==> src/hw/rtl/madg_pkg.sv <==
package madg_pkg;

    // internal widths
    localparam int VW = 50;   // vector element entering the normalizer
    localparam int QW = 48;   // quaternion rate
    localparam int SW = 40;   // gradient
    localparam int WW = 49;   // integrated quaternion before renormalizing
    localparam int AW = 82;   // accumulator
    localparam int PW = 66;   // multiplier product

    localparam logic [0:0] CFG_BETA   = 1'b0;
    localparam logic [0:0] CFG_PERIOD = 1'b1;

    // microprogram segment bounds
    localparam logic [5:0] PC_G_END = 6'd11;
    localparam logic [5:0] PC_S_BEG = 6'd12;
    localparam logic [5:0] PC_S_END = 6'd39;
    localparam logic [5:0] PC_B_BEG = 6'd40;
    localparam logic [5:0] PC_P_BEG = 6'd44;
    localparam logic [5:0] PC_P_END = 6'd51;

    typedef logic signed [VW-1:0] t_nv;

    typedef enum logic [3:0] {
        SG_Q, SG_G, SG_N, SG_QQ, SG_ONE, SG_BETA, SG_SN, SG_QDH, SG_QDL, SG_PER
    } t_sgrp;

    typedef enum logic [2:0] {
        DG_NONE, DG_QD, DG_QQ, DG_S, DG_QB, DG_W
    } t_dgrp;

    typedef enum logic [1:0] {SH_16, SH_30, SH_L24, SH_0} t_shf;

    typedef enum logic [1:0] {NS_ACC, NS_S, NS_W} t_nsel;

    typedef struct packed {
        t_sgrp      grp;
        logic [1:0] idx;
    } t_src;

    typedef struct packed {
        t_src       a;
        t_src       b;
        t_shf       shf;
        logic       neg;
        logic [1:0] csh;    // term is scaled by 2**csh
        logic       first;
        t_dgrp      dgrp;
        logic [1:0] didx;
    } t_uop;

    typedef struct packed {
        logic  cap_in;
        logic  mul_en;
        logic  acc_en;
        t_uop  uop;
        logic  norm_start;
        t_nsel nsel;
        logic  ld_n;
        logic  ld_sn;
        logic  ld_q;
        logic  flag_set;
        logic  ld_out;
    } t_cmd;

    typedef struct packed {
        logic accel_zero;
        logic norm_done;
        logic norm_zero;
    } t_sts;

    function automatic t_uop mk(input t_sgrp ag, input logic [1:0] ai,
                                input t_sgrp bg, input logic [1:0] bi,
                                input t_shf sh, input logic ng, input logic [1:0] cs,
                                input logic fs, input t_dgrp dg, input logic [1:0] di);
        t_uop u;
        u.a.grp = ag;  u.a.idx = ai;
        u.b.grp = bg;  u.b.idx = bi;
        u.shf = sh;    u.neg = ng;   u.csh = cs;
        u.first = fs;  u.dgrp = dg;  u.didx = di;
        return u;
    endfunction

    function automatic t_uop uop_rom(input logic [5:0] pc);
        t_uop u;
        case (pc)
            // quaternion rate from the gyro
            6'd0:  u = mk(SG_Q, 2'd1, SG_G, 2'd0, SH_16, 1'b1, 2'd0, 1'b1, DG_NONE, 2'd0);
            6'd1:  u = mk(SG_Q, 2'd2, SG_G, 2'd1, SH_16, 1'b1, 2'd0, 1'b0, DG_NONE, 2'd0);
            6'd2:  u = mk(SG_Q, 2'd3, SG_G, 2'd2, SH_16, 1'b1, 2'd0, 1'b0, DG_QD, 2'd0);
            6'd3:  u = mk(SG_Q, 2'd0, SG_G, 2'd0, SH_16, 1'b0, 2'd0, 1'b1, DG_NONE, 2'd0);
            6'd4:  u = mk(SG_Q, 2'd2, SG_G, 2'd2, SH_16, 1'b0, 2'd0, 1'b0, DG_NONE, 2'd0);
            6'd5:  u = mk(SG_Q, 2'd3, SG_G, 2'd1, SH_16, 1'b1, 2'd0, 1'b0, DG_QD, 2'd1);
            6'd6:  u = mk(SG_Q, 2'd0, SG_G, 2'd1, SH_16, 1'b0, 2'd0, 1'b1, DG_NONE, 2'd0);
            6'd7:  u = mk(SG_Q, 2'd1, SG_G, 2'd2, SH_16, 1'b1, 2'd0, 1'b0, DG_NONE, 2'd0);
            6'd8:  u = mk(SG_Q, 2'd3, SG_G, 2'd0, SH_16, 1'b0, 2'd0, 1'b0, DG_QD, 2'd2);
            6'd9:  u = mk(SG_Q, 2'd0, SG_G, 2'd2, SH_16, 1'b0, 2'd0, 1'b1, DG_NONE, 2'd0);
            6'd10: u = mk(SG_Q, 2'd1, SG_G, 2'd1, SH_16, 1'b0, 2'd0, 1'b0, DG_NONE, 2'd0);
            6'd11: u = mk(SG_Q, 2'd2, SG_G, 2'd0, SH_16, 1'b1, 2'd0, 1'b0, DG_QD, 2'd3);
            // squares of the quaternion
            6'd12: u = mk(SG_Q, 2'd0, SG_Q, 2'd0, SH_30, 1'b0, 2'd0, 1'b1, DG_QQ, 2'd0);
            6'd13: u = mk(SG_Q, 2'd1, SG_Q, 2'd1, SH_30, 1'b0, 2'd0, 1'b1, DG_QQ, 2'd1);
            6'd14: u = mk(SG_Q, 2'd2, SG_Q, 2'd2, SH_30, 1'b0, 2'd0, 1'b1, DG_QQ, 2'd2);
            6'd15: u = mk(SG_Q, 2'd3, SG_Q, 2'd3, SH_30, 1'b0, 2'd0, 1'b1, DG_QQ, 2'd3);
            // gradient, w component
            6'd16: u = mk(SG_Q, 2'd0, SG_QQ, 2'd2, SH_30, 1'b0, 2'd2, 1'b1, DG_NONE, 2'd0);
            6'd17: u = mk(SG_Q, 2'd2, SG_N, 2'd0, SH_30, 1'b0, 2'd1, 1'b0, DG_NONE, 2'd0);
            6'd18: u = mk(SG_Q, 2'd0, SG_QQ, 2'd1, SH_30, 1'b0, 2'd2, 1'b0, DG_NONE, 2'd0);
            6'd19: u = mk(SG_Q, 2'd1, SG_N, 2'd1, SH_30, 1'b1, 2'd1, 1'b0, DG_S, 2'd0);
            // gradient, x component
            6'd20: u = mk(SG_Q, 2'd1, SG_QQ, 2'd3, SH_30, 1'b0, 2'd2, 1'b1, DG_NONE, 2'd0);
            6'd21: u = mk(SG_Q, 2'd3, SG_N, 2'd0, SH_30, 1'b1, 2'd1, 1'b0, DG_NONE, 2'd0);
            6'd22: u = mk(SG_QQ, 2'd0, SG_Q, 2'd1, SH_30, 1'b0, 2'd2, 1'b0, DG_NONE, 2'd0);
            6'd23: u = mk(SG_Q, 2'd0, SG_N, 2'd1, SH_30, 1'b1, 2'd1, 1'b0, DG_NONE, 2'd0);
            6'd24: u = mk(SG_Q, 2'd1, SG_ONE, 2'd0, SH_30, 1'b1, 2'd2, 1'b0, DG_NONE, 2'd0);
            6'd25: u = mk(SG_Q, 2'd1, SG_QQ, 2'd1, SH_30, 1'b0, 2'd3, 1'b0, DG_NONE, 2'd0);
            6'd26: u = mk(SG_Q, 2'd1, SG_QQ, 2'd2, SH_30, 1'b0, 2'd3, 1'b0, DG_NONE, 2'd0);
            6'd27: u = mk(SG_Q, 2'd1, SG_N, 2'd2, SH_30, 1'b0, 2'd2, 1'b0, DG_S, 2'd1);
            // gradient, y component
            6'd28: u = mk(SG_QQ, 2'd0, SG_Q, 2'd2, SH_30, 1'b0, 2'd2, 1'b1, DG_NONE, 2'd0);
            6'd29: u = mk(SG_Q, 2'd0, SG_N, 2'd0, SH_30, 1'b0, 2'd1, 1'b0, DG_NONE, 2'd0);
            6'd30: u = mk(SG_Q, 2'd2, SG_QQ, 2'd3, SH_30, 1'b0, 2'd2, 1'b0, DG_NONE, 2'd0);
            6'd31: u = mk(SG_Q, 2'd3, SG_N, 2'd1, SH_30, 1'b1, 2'd1, 1'b0, DG_NONE, 2'd0);
            6'd32: u = mk(SG_Q, 2'd2, SG_ONE, 2'd0, SH_30, 1'b1, 2'd2, 1'b0, DG_NONE, 2'd0);
            6'd33: u = mk(SG_Q, 2'd2, SG_QQ, 2'd1, SH_30, 1'b0, 2'd3, 1'b0, DG_NONE, 2'd0);
            6'd34: u = mk(SG_Q, 2'd2, SG_QQ, 2'd2, SH_30, 1'b0, 2'd3, 1'b0, DG_NONE, 2'd0);
            6'd35: u = mk(SG_Q, 2'd2, SG_N, 2'd2, SH_30, 1'b0, 2'd2, 1'b0, DG_S, 2'd2);
            // gradient, z component
            6'd36: u = mk(SG_QQ, 2'd1, SG_Q, 2'd3, SH_30, 1'b0, 2'd2, 1'b1, DG_NONE, 2'd0);
            6'd37: u = mk(SG_Q, 2'd1, SG_N, 2'd0, SH_30, 1'b1, 2'd1, 1'b0, DG_NONE, 2'd0);
            6'd38: u = mk(SG_QQ, 2'd2, SG_Q, 2'd3, SH_30, 1'b0, 2'd2, 1'b0, DG_NONE, 2'd0);
            6'd39: u = mk(SG_Q, 2'd2, SG_N, 2'd1, SH_30, 1'b1, 2'd1, 1'b0, DG_S, 2'd3);
            // subtract beta times the unit gradient
            6'd40: u = mk(SG_BETA, 2'd0, SG_SN, 2'd0, SH_16, 1'b1, 2'd0, 1'b1, DG_QB, 2'd0);
            6'd41: u = mk(SG_BETA, 2'd0, SG_SN, 2'd1, SH_16, 1'b1, 2'd0, 1'b1, DG_QB, 2'd1);
            6'd42: u = mk(SG_BETA, 2'd0, SG_SN, 2'd2, SH_16, 1'b1, 2'd0, 1'b1, DG_QB, 2'd2);
            6'd43: u = mk(SG_BETA, 2'd0, SG_SN, 2'd3, SH_16, 1'b1, 2'd0, 1'b1, DG_QB, 2'd3);
            // integrate over the sample period, in two partial products
            6'd44: u = mk(SG_QDH, 2'd0, SG_PER, 2'd0, SH_L24, 1'b0, 2'd0, 1'b1, DG_NONE, 2'd0);
            6'd45: u = mk(SG_QDL, 2'd0, SG_PER, 2'd0, SH_0, 1'b0, 2'd0, 1'b0, DG_W, 2'd0);
            6'd46: u = mk(SG_QDH, 2'd1, SG_PER, 2'd0, SH_L24, 1'b0, 2'd0, 1'b1, DG_NONE, 2'd0);
            6'd47: u = mk(SG_QDL, 2'd1, SG_PER, 2'd0, SH_0, 1'b0, 2'd0, 1'b0, DG_W, 2'd1);
            6'd48: u = mk(SG_QDH, 2'd2, SG_PER, 2'd0, SH_L24, 1'b0, 2'd0, 1'b1, DG_NONE, 2'd0);
            6'd49: u = mk(SG_QDL, 2'd2, SG_PER, 2'd0, SH_0, 1'b0, 2'd0, 1'b0, DG_W, 2'd2);
            6'd50: u = mk(SG_QDH, 2'd3, SG_PER, 2'd0, SH_L24, 1'b0, 2'd0, 1'b1, DG_NONE, 2'd0);
            6'd51: u = mk(SG_QDL, 2'd3, SG_PER, 2'd0, SH_0, 1'b0, 2'd0, 1'b0, DG_W, 2'd3);
            default: u = mk(SG_ONE, 2'd0, SG_ONE, 2'd0, SH_0, 1'b0, 2'd0, 1'b1, DG_NONE, 2'd0);
        endcase
        return u;
    endfunction

endpackage

==> src/hw/rtl/madg_ctrl.sv <==
module madg_ctrl (
    input  logic           i_clk,
    input  logic           i_rst_n,
    input  logic           i_in_valid,
    output logic           o_in_ready,
    output logic           o_out_valid,
    input  logic           i_out_ready,
    input  madg_pkg::t_sts i_sts,
    output madg_pkg::t_cmd o_cmd
);

    typedef enum logic [2:0] {C_IDLE, C_MUL, C_ACC, C_NGO, C_NWAIT, C_FIN} t_cst;

    t_cst            r_st;
    logic [5:0]      r_pc;
    madg_pkg::t_nsel r_nsel;
    logic            r_ovalid;

    always_comb begin
        o_cmd            = '0;
        o_cmd.uop        = madg_pkg::uop_rom(r_pc);
        o_cmd.nsel       = r_nsel;
        o_cmd.cap_in     = (r_st == C_IDLE) && i_in_valid;
        o_cmd.mul_en     = (r_st == C_MUL);
        o_cmd.acc_en     = (r_st == C_ACC);
        o_cmd.norm_start = (r_st == C_NGO);
        if (r_st == C_NWAIT && i_sts.norm_done) begin
            case (r_nsel)
                madg_pkg::NS_ACC: o_cmd.ld_n = 1'b1;
                madg_pkg::NS_S: begin
                    o_cmd.ld_sn    = !i_sts.norm_zero;
                    o_cmd.flag_set = !i_sts.norm_zero;
                end
                default: o_cmd.ld_q = 1'b1;
            endcase
        end
        o_cmd.ld_out = (r_st == C_FIN) && (!r_ovalid || i_out_ready);
    end

    always_ff @(posedge i_clk) begin
        if (!i_rst_n) begin
            r_st     <= C_IDLE;
            r_pc     <= '0;
            r_nsel   <= madg_pkg::NS_ACC;
            r_ovalid <= 1'b0;
        end else begin
            if (o_cmd.ld_out) r_ovalid <= 1'b1;
            else if (i_out_ready) r_ovalid <= 1'b0;
            case (r_st)
                C_IDLE: begin
                    if (i_in_valid) begin
                        r_pc <= '0;
                        r_st <= C_MUL;
                    end
                end
                C_MUL: r_st <= C_ACC;
                C_ACC: begin
                    if (r_pc == madg_pkg::PC_G_END) begin
                        if (i_sts.accel_zero) begin
                            r_pc <= madg_pkg::PC_P_BEG;
                            r_st <= C_MUL;
                        end else begin
                            r_nsel <= madg_pkg::NS_ACC;
                            r_st   <= C_NGO;
                        end
                    end else if (r_pc == madg_pkg::PC_S_END) begin
                        r_nsel <= madg_pkg::NS_S;
                        r_st   <= C_NGO;
                    end else if (r_pc == madg_pkg::PC_P_END) begin
                        r_nsel <= madg_pkg::NS_W;
                        r_st   <= C_NGO;
                    end else begin
                        r_pc <= r_pc + 6'd1;
                        r_st <= C_MUL;
                    end
                end
                C_NGO: r_st <= C_NWAIT;
                C_NWAIT: begin
                    if (i_sts.norm_done) begin
                        case (r_nsel)
                            madg_pkg::NS_ACC: begin
                                r_pc <= madg_pkg::PC_S_BEG;
                                r_st <= C_MUL;
                            end
                            madg_pkg::NS_S: begin
                                // skip the correction on a zero gradient
                                r_pc <= i_sts.norm_zero ? madg_pkg::PC_P_BEG
                                                        : madg_pkg::PC_B_BEG;
                                r_st <= C_MUL;
                            end
                            default: r_st <= C_FIN;
                        endcase
                    end
                end
                C_FIN: begin
                    if (!r_ovalid || i_out_ready) r_st <= C_IDLE;
                end
                default: r_st <= C_IDLE;
            endcase
        end
    end

    assign o_in_ready  = (r_st == C_IDLE);
    assign o_out_valid = r_ovalid;

endmodule

==> config.mk <==
export PLATFORM = sky130hd
export DESIGN_NAME = madg_ctrl
export DESIGN_NICKNAME = d
export VERILOG_FILES = /design/src/hw/rtl/madg_pkg.sv /design/src/hw/rtl/madg_ctrl.sv
export SDC_FILE = /design/constraint.sdc
export NUM_CORES = 1
export LEC_CHECK = 0
export ABC_AREA = 1
export ABC_CLOCK_PERIOD_IN_PS = 3200
export BUFFER_PORTS_ARGS = -buffer_cell sky130_fd_sc_hd__buf_2
export CAP_MARGIN = 20
export CORE_UTILIZATION = 56
export DETAILED_ROUTE_END_ITERATION = 7
export MAX_ROUTING_LAYER = met4
export PLACE_DENSITY = 0.91
export SYNTH_ARGS = -nofsm -noshare
export SYNTH_HDL_FRONTEND = slang
export SYNTH_SLANG_ARGS = --single-unit
==> constraint.sdc <==
create_clock -name i_clk -period 3.2 [get_ports i_clk]
set_input_delay 0.16 -clock i_clk [delete_from_list [all_inputs] [get_ports i_clk]]
set_output_delay 0.16 -clock i_clk [all_outputs]
set_load 0.1 [all_outputs]
==> flow_summary.json <==
{
  "status": "finished, final reports clean",
  "yosysSeqAreaShare_pct": 28.38,
  "clk_latency_ps": 290,
  "peakVddDrop_v": 0.0003056,
  "antenna_cells": 0,
  "htreeDepth": 2,
  "switching_share_pct": 48.82,
  "relSlewSlack_pct": 67.51,
  "rsz0062_at_grt": "false",
  "ios": 43,
  "route.detailed.drc": 0,
  "p_switching_uw": 714.9,
  "worstSetupStartpointType": "register",
  "cts_tree": "built",
  "area_delta_synth_final_pct": 11.10,
  "clk_pin_slew_ps": 70,
  "worstPathMaxFanout": 12,
  "p_int_uw": 749.4,
  "grt_max_degree": 28,
  "hold_viol": 0,
  "cts_buffer_depth": 2,
  "setup_viol_count_final": 0,
  "wl_met1_um": 2828,
  "dpl.cell_count": 472,
  "syn_area_per_cell_um2": 6.314,
  "r2r_slack_ps": 260,
  "wl_per_cell_um": 13.30,
  "antenna_left": 0,
  "tns_ps": 0,
  "ctsResizeCount": 0,
  "tightest_slew_ps": 490.7,
  "slew_violations": 0,
  "met2_wirelength_um": 2715,
  "root_buffer": "clkbuf_8",
  "crit_start": "r_pc[0]$_SDFFE_PN0N_",
  "met3_length_um": 674,
  "fin_cells": 480,
  "setup_slack_ps": 260.2,
  "critical_path_class": "reg -> reg",
  "cp.arrival_ps": 3160,
  "cts-buffers-inserted": 5,
  "routed_wl_um": 6386,
  "whs_path_depth": 4,
  "dp_hpwl_um": 4674,
  "gp_congestion": 0.9807,
  "cts_hold_buf": 0,
  "syn-num-nets": 405,
  "syn_inst": 391,
  "die_w_um": 68.40,
  "ys_types": 30,
  "start_util_pct": 59.99,
  "grt_first_pass_wirelength_um": 10520,
  "power_leakage_uw": 0.001487,
  "overflow": 0,
  "timing.final.crit_share_pct": 91.87,
  "drt_first_pass_iters": 7,
  "clock-sinks": 35,
  "routed.top_layer": "met4",
  "track_usage_pct": 31.12,
  "r2r-start": "r_pc[0]$_SDFFE_PN0N_",
  "fin_util_pct": 66.65,
  "antenna_found_initial": 0,
  "cp.required_ps": 3420,
  "hold_start": "i_out_ready",
  "core_area_um2": 4115,
  "end_kind": "register",
  "cts_setup_buffers": 0,
  "cellPowerDensity_nw_per_um2": 533.9,
  "post-route-cell-area_um2": 2743,
  "vias": 2644,
  "dp_slack_ps": 402.4,
  "power_frac_seq_pct": 34.1,
  "layout.nets": 443,
  "maxCapViolations": 0,
  "viasPerCell": 5.508,
  "syn_area_um2": 2469,
  "die_area_um2": 4678,
  "skew_ps": 6.426,
  "fmax_ghz": 0.3402,
  "io_buffer_count": 42,
  "die_h_um": 68.40,
  "grt_pass1_vias": 2378,
  "drtIter0Drc": 294,
  "drive_gt1_share_pct": 22.09,
  "ys_ff_latch": 35,
  "fp-row-count": 23,
  "period_needed_ps": 2940,
  "yosysWarnings": 0,
  "placed_area_um2": 2654,
  "clockPowerShare_pct": 21.7,
  "hp-class": "in -> reg",
  "power_frac_comb_pct": 44.2,
  "reg2reg_depth": 19
}
## layout make-up
class / instances / area [µm²]
multi-input cells: 298 / 1493
repair buffers: 45 / 232.7
clock inverters: 3 / 20.02
well taps: 50 / 62.56
fillers: 368 / 1373
flip-flops and latches: 35 / 700.7
clock buffers: 5 / 68.82
inverters: 44 / 165.2
## power groups by stage
stage / clock network (µW) / registers [µW] / logic, µW
after global placement: 0 / 508 / 631
after global routing: 338 / 505 / 690
after detailed placement: 0 / 509 / 635
after CTS: 322 / 499 / 639
after floorplan: 0 / 761 / 294
final: 318 / 499 / 647
## state kept, by name, indices dropped and copies added, names as in the netlist
register	count
o_cmd	23
r_pc	6
r_st	3
r_nsel	2
o_out_valid	1
## layer usage
metal	GRT usage, %	vias up
met2	46.45	171
met5	-	-
met1	40.70	1125
met3	5.667	27
met4	13.28	0
li1	-	1321
## worst max-delay path, stage by stage, from the launching register on
cell and delay, ps:
dfxtp_1 440, ha_1 230, nand2_1 70, inv_1 50
nand3_1 150, nand2_2 130, nand2_2 70, nand2_4 110
nand3_4 150, nand2_1 100, nand3_1 250, buf_4 270
inv_2 110, ha_1 220, nand2_1 80, nand2_1 80
nand2_1 40, nand2_1 80, nand2_1 70, a21oi_1 160
## kinds of logic (layout without fill, tap and decap cells)
| family | after synthesis | after routing | share of synthesized area (%) |
|---|---|---|---|
| compound gates | 46 | 46 | 10.34 |
| xor+xnor | 1 | 1 | 0.3549 |
| fa+ha+maj | 7 | 7 | 3.548 |
| buf+inv | 58 | 97 | 11.15 |
| flops | 35 | 35 | 28.38 |
| simple gates | 244 | 244 | 46.22 |
## placed cells by master, fill, tap and decap left out, types with 8 or more instances in the layout
cell type  netlist  layout
nor2_1          45      45
o21ai_1          8       8
a21oi_1         17      17
nand2_1        112     112
inv_2            8       8
nand2_2         13      13
dfxtp_1         35      35
o21ai_0         13      13
inv_1           36      36
buf_2            4      42
nand3_1         46      46
## final timing paths
kind,endpoint
setup / recovery,o_cmd[21]$_DFF_P_
hold / removal,o_out_valid$_SDFFE_PN0P_
setup reg to reg,o_cmd[21]$_DFF_P_
hold reg to reg,r_nsel[0]$_SDFFE_PN0P_
## per-stage QoR
stage / total power [µW] / hold slack, ps
after global routing: 1533 / 183.0
after CTS: 1460 / 142.3
final: 1464 / 142.0
after global placement: 1139 / 446.5
after detailed placement: 1144 / 451.2
after floorplan: 1055 / 343.3
## synth_stat cells
master | count | area [µm²]
dfxtp_1 | 35 | 700.7
or2_2 | 1 | 6.260
inv_1 | 36 | 135.1
xor2_1 | 1 | 8.760
nand3_4 | 1 | 17.52
nor2_2 | 7 | 43.79
nand2_2 | 13 | 81.33
o21ai_0 | 13 | 65.06
o211ai_1 | 3 | 22.52
a21oi_1 | 17 | 85.08
nand3_2 | 3 | 30.03
nand3_1 | 46 | 230.2
a21oi_2 | 1 | 8.760
o221ai_1 | 1 | 8.760
o21ai_1 | 8 | 40.04
ha_1 | 7 | 87.58
nand3b_1 | 1 | 7.510
nand2_1 | 112 | 420.4
nor2_1 | 45 | 168.9
nor3_1 | 5 | 25.02
nor2_4 | 2 | 22.52
nor2_8 | 2 | 40.04
nand2_4 | 2 | 22.52
buf_4 | 6 | 45.04
buf_2 | 4 | 20.02
o21ai_2 | 2 | 17.52
buf_6 | 4 | 45.04
nand4_1 | 4 | 25.02
a22oi_1 | 1 | 7.510
inv_2 | 8 | 30.03
(Power assumes the default switching activity.)
